## src/rtl/tagged_refcount_slot_allocator_macros.svh

```systemverilog
// ----------------------------------------------------------------------------
// Tagged refcount slot allocator assertion macros
// Short forms for the concurrent checks at the end of the top level.
// ----------------------------------------------------------------------------
`ifndef TAGGED_REFCOUNT_SLOT_ALLOCATOR_MACROS_SVH
`define TAGGED_REFCOUNT_SLOT_ALLOCATOR_MACROS_SVH

// Same-cycle implication, disabled during reset.
`define TRSA_ASSERT_NOW(label, clk, rst, ante, cons, msg) \
  label: assert property (@(posedge clk) disable iff (rst) (ante) |-> (cons)) \
    else $error(msg);

// Next-cycle implication, disabled during reset.
`define TRSA_ASSERT_NEXT(label, clk, rst, ante, cons, msg) \
  label: assert property (@(posedge clk) disable iff (rst) (ante) |=> (cons)) \
    else $error(msg);

`endif

```

## src/rtl/trsa_pkg.sv

```systemverilog
// ----------------------------------------------------------------------------
// Tagged refcount slot allocator package
// Table sizes, derived widths and the function and status codes.
// ----------------------------------------------------------------------------
`default_nettype none

package trsa_pkg;

  // Table geometry.
  localparam int NUM_SLOTS = 31;
  localparam int KEY_WIDTH = 32;

  // Width of a slot address, and of a scan counter that can hold NUM_SLOTS.
  localparam int SLOT_W = (NUM_SLOTS > 1) ? $clog2(NUM_SLOTS) : 1;
  localparam int CNT_W  = $clog2(NUM_SLOTS + 1);

  // Reference count range.
  localparam int          REFS_W  = 8;
  localparam logic [7:0]  REF_MAX = 8'hFF;

  // Request function codes.
  localparam logic FUNC_ACQUIRE = 1'b0;
  localparam logic FUNC_RELEASE = 1'b1;

  // Result status codes.
  typedef enum logic [2:0] {
    ST_OK     = 3'd0,
    ST_FULL   = 3'd1,
    ST_RANGE  = 3'd2,
    ST_UNUSED = 3'd3,
    ST_SAT    = 3'd4
  } status_t;

endpackage

`default_nettype wire

```

## src/rtl/tagged_refcount_slot_allocator.sv

```systemverilog
// ----------------------------------------------------------------------------
// Tagged refcount slot allocator
// Reference-counted slot table with optional tag keys and one compare unit.
// ----------------------------------------------------------------------------
// Usage: a request is taken on a rising edge with start high and busy low.
// func selects acquire or release; has_tag and tag_key qualify an acquire,
// slot_index names the slot of a release. Each request gives exactly one
// result, shown for one cycle with done high: status, slot_id, released and
// ref_count. The receiver cannot stall; the result must be taken when shown.
// An acquire walks the slot table one entry per cycle through a single key
// compare and count adder, looking for a live matching key and the lowest
// free slot. A tagged acquire scans all NUM_SLOTS entries and then enters
// the claim state unless a match ends it early; an untagged acquire stops
// at the first free slot. A release is answered from the S_REL state alone.
// busy is high from the cycle after acceptance until done, and a new request
// can be taken in the done cycle.
// Reset clears all counts and tag-valid bits at once; no sweep is needed.
// ----------------------------------------------------------------------------
`default_nettype none

module tagged_refcount_slot_allocator (
  input  wire logic        clk,
  input  wire logic        rst,
  input  wire logic        start,
  output logic             busy,
  input  wire logic        func,
  input  wire logic        has_tag,
  input  wire logic [31:0] tag_key,
  input  wire logic [5:0]  slot_index,
  output logic             done,
  output logic [2:0]       status,
  output logic [5:0]       slot_id,
  output logic             released,
  output logic [7:0]       ref_count
);

  localparam int NS  = trsa_pkg::NUM_SLOTS;
  localparam int KW  = trsa_pkg::KEY_WIDTH;
  localparam int SW  = trsa_pkg::SLOT_W;
  localparam int CW  = trsa_pkg::CNT_W;
  localparam int RW  = trsa_pkg::REFS_W;

  // Sequencer states, one-hot.
  typedef enum logic [3:0] {
    S_IDLE  = 4'b0001,
    S_SCAN  = 4'b0010,
    S_CLAIM = 4'b0100,
    S_REL   = 4'b1000
  } state_t;

  state_t state, state_next;

  // Slot table.
  logic [RW-1:0] refs     [NS];
  logic          tag_vld  [NS];
  logic [KW-1:0] keys     [NS];

  // Captured request.
  logic          req_has_tag;
  logic [KW-1:0] key;
  logic [5:0]    idx;

  // Scan state.
  logic [CW-1:0] cnt, cnt_next;
  logic          free_found, free_found_next;
  logic [SW-1:0] free_idx, free_idx_next;

  // Result registers.
  logic                done_next;
  trsa_pkg::status_t   status_q, status_next;
  logic [5:0]          slot_id_next;
  logic                released_next;
  logic [RW-1:0]       ref_count_next;

  // Table access.
  logic [SW-1:0] rd_addr;
  logic [RW-1:0] rd_refs;
  logic          rd_tv;
  logic [KW-1:0] rd_key;
  logic          wr_en;
  logic [SW-1:0] wr_addr;
  logic [RW-1:0] wr_refs;
  logic          wr_tv;
  logic [KW-1:0] wr_key;

  // Shared unit outputs.
  logic [RW-1:0] incdec;
  logic          hit;
  logic          is_free;
  logic          last;
  logic          out_of_range;
  logic          accept;

  assign accept = start && (state == S_IDLE);
  assign busy   = (state != S_IDLE);

  // One table port: the scan counter during acquire, the request index on release.
  assign rd_addr = (state == S_REL) ? idx[SW-1:0] : cnt[SW-1:0];
  assign rd_refs = refs[rd_addr];
  assign rd_tv   = tag_vld[rd_addr];
  assign rd_key  = keys[rd_addr];

  // Shared compare and count adder.
  assign incdec       = rd_refs + ((state == S_REL) ? {RW{1'b1}} : RW'(1));
  assign hit          = req_has_tag && rd_tv && (rd_key == key);
  assign is_free      = (rd_refs == '0);
  assign last         = (cnt == CW'(NS - 1));
  assign out_of_range = ({1'b0, idx} >= 7'(NS));

  // Sequencer and table write control.
  always_comb begin
    state_next      = state;
    cnt_next        = cnt;
    free_found_next = free_found;
    free_idx_next   = free_idx;
    done_next       = 1'b0;
    status_next     = status_q;
    slot_id_next    = slot_id;
    released_next   = released;
    ref_count_next  = ref_count;
    wr_en           = 1'b0;
    wr_addr         = rd_addr;
    wr_refs         = '0;
    wr_tv           = 1'b0;
    wr_key          = '0;

    unique case (state)
      S_IDLE: begin
        if (start) begin
          cnt_next        = '0;
          free_found_next = 1'b0;
          free_idx_next   = '0;
          state_next      = (func == trsa_pkg::FUNC_RELEASE) ? S_REL : S_SCAN;
        end
      end

      S_SCAN: begin
        if (hit) begin
          // A live slot with the same key takes the reference.
          done_next      = 1'b1;
          slot_id_next   = 6'(rd_addr);
          released_next  = 1'b0;
          state_next     = S_IDLE;
          if (rd_refs == trsa_pkg::REF_MAX) begin
            status_next    = trsa_pkg::ST_SAT;
            ref_count_next = trsa_pkg::REF_MAX;
          end else begin
            status_next    = trsa_pkg::ST_OK;
            ref_count_next = incdec;
            wr_en          = 1'b1;
            wr_refs        = incdec;
            wr_tv          = rd_tv;
            wr_key         = rd_key;
          end
        end else begin
          // Remember the lowest free slot; untagged requests need no more.
          if (is_free && !free_found) begin
            free_found_next = 1'b1;
            free_idx_next   = rd_addr;
          end
          if (last || (!req_has_tag && is_free)) begin
            state_next = S_CLAIM;
          end else begin
            cnt_next = cnt + CW'(1);
          end
        end
      end

      S_CLAIM: begin
        done_next     = 1'b1;
        released_next = 1'b0;
        state_next    = S_IDLE;
        if (free_found) begin
          status_next    = trsa_pkg::ST_OK;
          slot_id_next   = 6'(free_idx);
          ref_count_next = RW'(1);
          wr_en          = 1'b1;
          wr_addr        = free_idx;
          wr_refs        = RW'(1);
          wr_tv          = req_has_tag;
          wr_key         = req_has_tag ? key : '0;
        end else begin
          status_next    = trsa_pkg::ST_FULL;
          slot_id_next   = '0;
          ref_count_next = '0;
        end
      end

      S_REL: begin
        done_next    = 1'b1;
        slot_id_next = idx;
        state_next   = S_IDLE;
        if (out_of_range) begin
          status_next    = trsa_pkg::ST_RANGE;
          released_next  = 1'b0;
          ref_count_next = '0;
        end else if (is_free) begin
          status_next    = trsa_pkg::ST_UNUSED;
          released_next  = 1'b0;
          ref_count_next = '0;
        end else begin
          // Drop one reference; the last one frees the slot and its key.
          status_next    = trsa_pkg::ST_OK;
          released_next  = (incdec == '0);
          ref_count_next = incdec;
          wr_en          = 1'b1;
          wr_refs        = incdec;
          wr_tv          = (incdec == '0) ? 1'b0 : rd_tv;
          wr_key         = (incdec == '0) ? '0 : rd_key;
        end
      end

      default: begin
        state_next = S_IDLE;
      end
    endcase
  end

  // Control state, counts and tag-valid bits.
  always_ff @(posedge clk) begin
    if (rst) begin
      state      <= S_IDLE;
      done       <= 1'b0;
      cnt        <= '0;
      free_found <= 1'b0;
      for (int i = 0; i < NS; i++) begin
        refs[i]    <= '0;
        tag_vld[i] <= 1'b0;
      end
    end else begin
      state      <= state_next;
      done       <= done_next;
      cnt        <= cnt_next;
      free_found <= free_found_next;
      if (wr_en) begin
        refs[wr_addr]    <= wr_refs;
        tag_vld[wr_addr] <= wr_tv;
      end
    end
  end

  // Keys are not reset; a key is only compared behind a set tag-valid bit.
  always_ff @(posedge clk) begin
    if (wr_en) begin
      keys[wr_addr] <= wr_key;
    end
  end

  // Request capture and result payload.
  always_ff @(posedge clk) begin
    if (accept) begin
      req_has_tag <= has_tag;
      key         <= KW'(tag_key);
      idx         <= slot_index;
    end
    free_idx  <= free_idx_next;
    status_q  <= status_next;
    slot_id   <= slot_id_next;
    released  <= released_next;
    ref_count <= ref_count_next;
  end

  assign status = status_q;

  // Checks.
`include "tagged_refcount_slot_allocator_macros.svh"

  `TRSA_ASSERT_NEXT(a_accept_busy, clk, rst, accept, busy, "accepted request did not start work")
  `TRSA_ASSERT_NOW(a_done_idle, clk, rst, done, !busy, "result shown while still busy")
  `TRSA_ASSERT_NOW(a_full_zero, clk, rst, done && (status_q == trsa_pkg::ST_FULL),
    (slot_id == '0) && (ref_count == '0) && !released, "full result carries nonzero fields")
  `TRSA_ASSERT_NOW(a_rel_last, clk, rst, done && released,
    (ref_count == '0) && (status_q == trsa_pkg::ST_OK), "release flag with live count")

endmodule

`default_nettype wire

```

## config.mk

```make
export PLATFORM = sky130hd
export DESIGN_NAME = tagged_refcount_slot_allocator
export DESIGN_NICKNAME = d
export VERILOG_FILES = /design/src/rtl/trsa_pkg.sv /design/src/rtl/tagged_refcount_slot_allocator.sv
export VERILOG_INCLUDE_DIRS = /design/src /design/src/rtl
export SDC_FILE = /design/constraint.sdc
export NUM_CORES = 2
export LEC_CHECK = 0
export BUFFER_PORTS_ARGS = -buffer_cell sky130_fd_sc_hd__buf_4
export CAP_MARGIN = 20
export CORE_UTILIZATION = 65
export DETAILED_ROUTE_END_ITERATION = 8
export PLACE_DENSITY = 0.83
export SLEW_MARGIN = 20
export SYNTH_ARGS = -nofsm -noshare
export SYNTH_HDL_FRONTEND = slang
export SYNTH_SLANG_ARGS = --single-unit
```

## constraint.sdc

```tcl
create_clock -name clk -period 17.8 [get_ports clk]
set_clock_uncertainty 0.2 [all_clocks]
set_input_delay 5.34 -clock clk [delete_from_list [all_inputs] [get_ports clk]]
set_output_delay 5.34 -clock clk [all_outputs]
set_load 0.03 [all_outputs]
```

## Yosys cells after proc, flatten, opt, wreduce, memory -nomap -nowiden

Memories as Yosys holds them, arrays and structs flattened.
Index checks and enable logic that the tools add are counted.

| storage, ports and cells | value |
|---|---|
| RAM bits | 1,271 |
| memories kept | 3 |
| flip-flop bits (word level) | 73 |
| input port bits | 43 |
| output and inout bits | 20 |

Memories:

| name | words | width | rd ports | clocked after Yosys merged registers in | write ports | line | text |
|---|---|---|---|---|---|---|---|
| keys | 31 | 32 | 1 | 0 | 1 | tagged_refcount_slot_allocator.sv:56 | `logic [KW-1:0] keys [NS];` |
| refs | 31 | 8 | 1 | 0 | 31 | tagged_refcount_slot_allocator.sv:54 | `logic [RW-1:0] refs [NS];` |
| tag_vld | 31 | 1 | 1 | 0 | 31 | tagged_refcount_slot_allocator.sv:55 | `logic tag_vld [NS];` |

| cells by class | value |
|---|---|
| equality and inequality tests | 14 |
| add/sub/neg operators | 2 |
| reductions and logical operators | 19 |
| mux-type cells | 77 |
| $lt $le $gt $ge | 1 |

Operators with widths:

| kind | number |
|---|---|
| $mux 32 | 7 |
| $pmux 32 s3 | 1 |
| $mux 8 | 8 |
| $mux 5 | 11 |
| $pmux 8 s3 | 2 |
| $eq 32x32->1 | 1 |
| $mux 1 | 29 |
| $pmux 5 s2 | 2 |
| $pmux 6 s3 | 1 |
| $logic_not 8->1 | 2 |
| $mux 4 | 4 |
| $ne 2x2->1 const B | 5 |
| $pmux 1 s3 | 3 |
| $pmux 3 s3 | 1 |
| $add 8x8->8 | 1 |
| $eq 8x8->1 const B | 1 |
| $pmux 4 s2 | 1 |
| $reduce_and 4->1 | 2 |
| $reduce_or 8->1 | 1 |
| $ge 6x5->1 const B | 1 |
| $mux 3 | 2 |
| $mux 6 | 1 |
| $add 5x1->5 const B | 1 |
| $eq 5x5->1 const B | 1 |
| other kinds (16) | 24 |

## Depth between registers and ports, before layout

An unclocked memory read counts as a cell.

| depth | value |
|---|---|
| depth in word-level cells | 12 |
| mapped depth | 27 |
| gate-level depth less buffers | 19 |

## Worst setup path after synthesis

No wires, ideal clock.

| path | value |
|---|---|
| path kind | input port to flip-flop |
| start | input port rst |
| end | memory refs[31][0] (netlist bit), enable pin |
| setup slack | 10,835 ps |
| arrival | 6,391 ps |
| cell stages on the path | 4 |
| path buffers | 2 |
| path through | or2_2 buf_1 clkbuf_1 nor2_1 |

RTL lines:

| item | line | text |
|---|---|---|
| start: declaration | tagged_refcount_slot_allocator.sv:23 | `input wire logic rst,` |
| end: declaration | tagged_refcount_slot_allocator.sv:54 |  |

## Final worst setup path

| path | value |
|---|---|
| start | register state[2] |
| end | memory keys[18][18] (netlist bit), enable pin |

| between the ends | value |
|---|---|
| word-level cells in the longest chain between the ends | 9 |

RTL lines:

| item | line | text |
|---|---|---|
| start: declaration | tagged_refcount_slot_allocator.sv:51 | `state_t state, state_next;` |
| start signal: assignment | tagged_refcount_slot_allocator.sv:231 | `state <= state_next;` |
| $eq 4x4->1 | tagged_refcount_slot_allocator.sv:98, tagged_refcount_slot_allocator.sv:127 |  |
| $mux 5 | tagged_refcount_slot_allocator.sv:98 | `assign rd_addr = (state == S_REL) ? idx[SW-1:0] : cnt[SW-1:0];` |
| $mem_v2 31x32 (tied with other cells) | - |  |
| $eq 32x32->1 (tied with other cells) | tagged_refcount_slot_allocator.sv:105 | `assign hit = req_has_tag && rd_tv && (rd_key == key);` |
| $logic_and 1x1->1 (tied with other cells) | tagged_refcount_slot_allocator.sv:105 |  |
| $mux 1 (on tied branches) | tagged_refcount_slot_allocator.sv:138, tagged_refcount_slot_allocator.sv:193 |  |
| $pmux 1 s3 | tagged_refcount_slot_allocator.sv:127 | `unique case (state)` |
| $mux 1 | tagged_refcount_slot_allocator.sv:244 | `if (wr_en) begin` |
| $mux 1 (implied by the code) | tagged_refcount_slot_allocator.sv:245 | `keys[wr_addr] <= wr_key;` |
| end: declaration | tagged_refcount_slot_allocator.sv:56 |  |

Several ways; a longest one is shown, not always the timed one.

==> metrics.yaml <==
die:
  core_mm2: 0.0855
  ios: 63
  die_h_um: 297
  die-area_mm2: 0.0879
  num_rows: 107
  start_util_pct: 65.9
  die_w_um: 297
global_route:
  grt_max_degree: 187
  grt_pass1_wl_um: 234000
  grt_pass1_vias: 36700
  antenna_found_initial: 3
  track_usage_pct: 36.9
  grt-ovfl-total: 0
placed_design:
  port_buffers: 62
  dpl.hpwl_um: 87000
  gp_congestion: 0.972
timing:
  worst_slew_pin_slew_ns: 1.19
  relSlewSlack_pct: 20.7
  max_freq_mhz: 96.8
  fin_crit_ns: 10.33
  rsz0062_at_grt: "no"
  setup_violations: 0
  hold_viol: 0
  setup_tns_ns: 0
  fin_crit_sh_pct: 58.0
  slew_viol_final: 0
power_and_ir_drop:
  leakage_nw: 19.8
  power.density_mw_per_mm2: 104
  p_total_mw: 6.46
  irDropWorstVdd_uv: 100
final_layout:
  drive_gt1_share_pct: 12.1
  fin_nets: 4151
  fillers: 4877
  antenna_cells: 0
  area_delta_synth_final_pct: 10.3
flow_run:
  drv_cap: 0
routing:
  post_drt_wl_per_cell_um: 30.2
  drtIter0Drc: 7287
  dr.pass1.iters: 9
  drtAntennaViolNets: 0
  drc: 0
  routed_wl_um: 161000
  via_per_inst: 7.12
  num_vias: 38000
clock_network:
  cts_resized: 0
  numCtsBuffers: 133
  clk_pin_slew_ns: 0.06
  insertion_delay_ns: 0.77
  clockRootBuffer: "clkbuf_16"
  cts_hold_buf: 0
  htreeDepth: 4
  cts_tree: "done"
  cts.sinks: 1353
  cts_setup_buffers: 0
  clockBufferDepth: 3
critical_path:
  crit_fanout: 148
  path_cells: "or4b_2 -> buf_4 -> inv_4 -> mux2_8 -> buf_12 -> buf_12 -> or3_1 -> o22ai_1 -> nor4b_1 -> nand3_1 -> xor2_1 -> nor4_1 -> nand4_1 -> or4b_4 -> and2_2 -> buf_4 -> o32a_4 -> nor2_4 -> buf_4"
  reg2regPathDepth: 19
  path_buf_inv: 6
  max_stage_delay_ns: 0.82
  critical_path_class: "reg2reg"
  cpMostUsedCell: "buf_4"
  crit_required_ns: 18.00
  reg2reg_slack_ns: 7.47
  endpoint_kind: "flop"
  cp.depth: 19
  crit_path_top_delay_cell: "mux2_8"
  crit_path_start_kind: "flop"
  critPathTopFamily: "simple AND/OR/NAND/NOR gates"
  crit_arrival_ns: 10.52
synthesis:
  synth_cell_types: 79
  yosys_most_used_dff: "edfxtp_1"
  async_flop_share_pct: 0
  syn-cell-area_mm2: 0.0564
  yosys_warnings: 0
  synth_seq_cells: 1353
  avgSynthCellArea_um2: 13.7
  synth_edf_count: 1342
  synth-seq-area-share_pct: 71.9
  synth_cells: 4122
  synth_nets: 4175
min_path:
  hold_class: "reg2reg"
  hold_path_depth: 1
outcome:
  status: "finished clean"
-- path summary, 6_finish.rpt --
check                   startpoint                     end
min reg2reg       idx[5]$_DFFE_PP_    slot_id[5]$_DFFE_PP_
max reg2reg  state[2]$_SDFFE_PP0P_  keys[18][18]$_DFFE_PP_
min               idx[5]$_DFFE_PP_    slot_id[5]$_DFFE_PP_
max          state[2]$_SDFFE_PP0P_  keys[18][18]$_DFFE_PP_
-- metal layers --
metal  share of wire [%]  wire length, um  track usage [%]
met1                  33            52800             48.7
met2                  45            72300             55.4
met3                  16            26100             10.5
met4                 6.3            10200             20.9
met5               0.017               28                0
-- flip-flops by register name (all words and copies together) (netlist names) --
name         cells
done             1
key             32
tag_vld         32
req_has_tag      1
slot_id          6
free_found       1
released         1
status           3
cnt              5
state            4
keys           992
free_idx         5
ref_count        8
refs           256
idx              6
-- placed cells by master (no fill, tap or decap), types with 27 or more instances in the layout --
| cell | netlist | layout |
|---|---|---|
| o21bai_1 | 32 | 32 |
| edfxtp_1 | 1342 | 1342 |
| nor3_1 | 53 | 53 |
| mux2i_1 | 153 | 147 |
| mux4_2 | 39 | 39 |
| xor2_1 | 27 | 27 |
| clkbuf_16 | 0 | 135 |
| nand4_1 | 74 | 74 |
| buf_4 | 19 | 154 |
| o21ai_0 | 52 | 46 |
| a22o_1 | 27 | 27 |
| nor2_4 | 0 | 33 |
| a31oi_1 | 98 | 98 |
| clkbuf_1 | 186 | 33 |
| a21oi_1 | 107 | 105 |
| nand3_1 | 264 | 264 |
| a22oi_1 | 40 | 40 |
| nand2_1 | 842 | 840 |
| a32oi_1 | 46 | 46 |
| nor2_1 | 137 | 100 |
| and3_1 | 143 | 141 |
| nor4_1 | 75 | 73 |
-- per-stage QoR --
step / utilization, % / worst slack (ns) / hold slack (ns) / instance area (um^2) / std cells
after floorplan: - / 10.84 / 0.325 / 56400 / 4122
after global placement: 67.7 / 8.00 / 0.347 / 57900 / 5107
after detailed placement: 67.7 / 7.87 / 0.374 / 57900 / 5107
after CTS: 72.7 / 7.82 / 0.412 / 62200 / 5343
after global routing: 72.7 / 7.31 / 0.430 / 62200 / 5343
final: 72.7 / 7.47 / 0.421 / 62200 / 5343
-- Yosys cell counts (all sizes together) (74+ instances only) --
cell,number,share of area (%)
edfxtp,1342,71
nand2,842,5.6
nand3,264,2.3
clkbuf,193,1.3
mux2i,153,2.7
and3,143,1.6
nor2,140,0.95
buf,123,1.4
a21oi,107,0.95
a31oi,98,1.1
nor4,78,0.90
nor3,77,0.90
nand4,74,0.82
-- logic make-up after synthesis --
group	count (synthesis)	share of synthesized area [%]
xor gates and xnor gates	39	0.606
AOI/OAI and AO/OA	490	5.87
buffers and inverters	333	2.86
adders and majority gates	10	0.235
DFF	1353	71.9
muxes	206	4.56
and+or+nand+nor	1691	14.0
-- power breakdown --
group          internal [mW]  switching, mW  total, mW
Clock                   1.58           1.22       2.81
Sequential              3.50         0.0205       3.52
Combinational         0.0393         0.0977      0.137
Total                   5.12           1.34       6.46
-- cell type report --
| cell class | instances | area, um^2 | share of cell area, % |
|---|---|---|---|
| clock inverter | 65 | 748 | 1.20 |
| sequential | 1353 | 40500 | 65.2 |
| multi-input combinational | 2436 | 14700 | 23.6 |
| clock buffer | 171 | 3540 | 5.70 |
| inverter | 17 | 66.3 | 0.107 |
| timing repair buffer | 157 | 1220 | 1.96 |
| tap | 1144 | 1430 | 2.30 |
(Power assumes the default switching activity.)
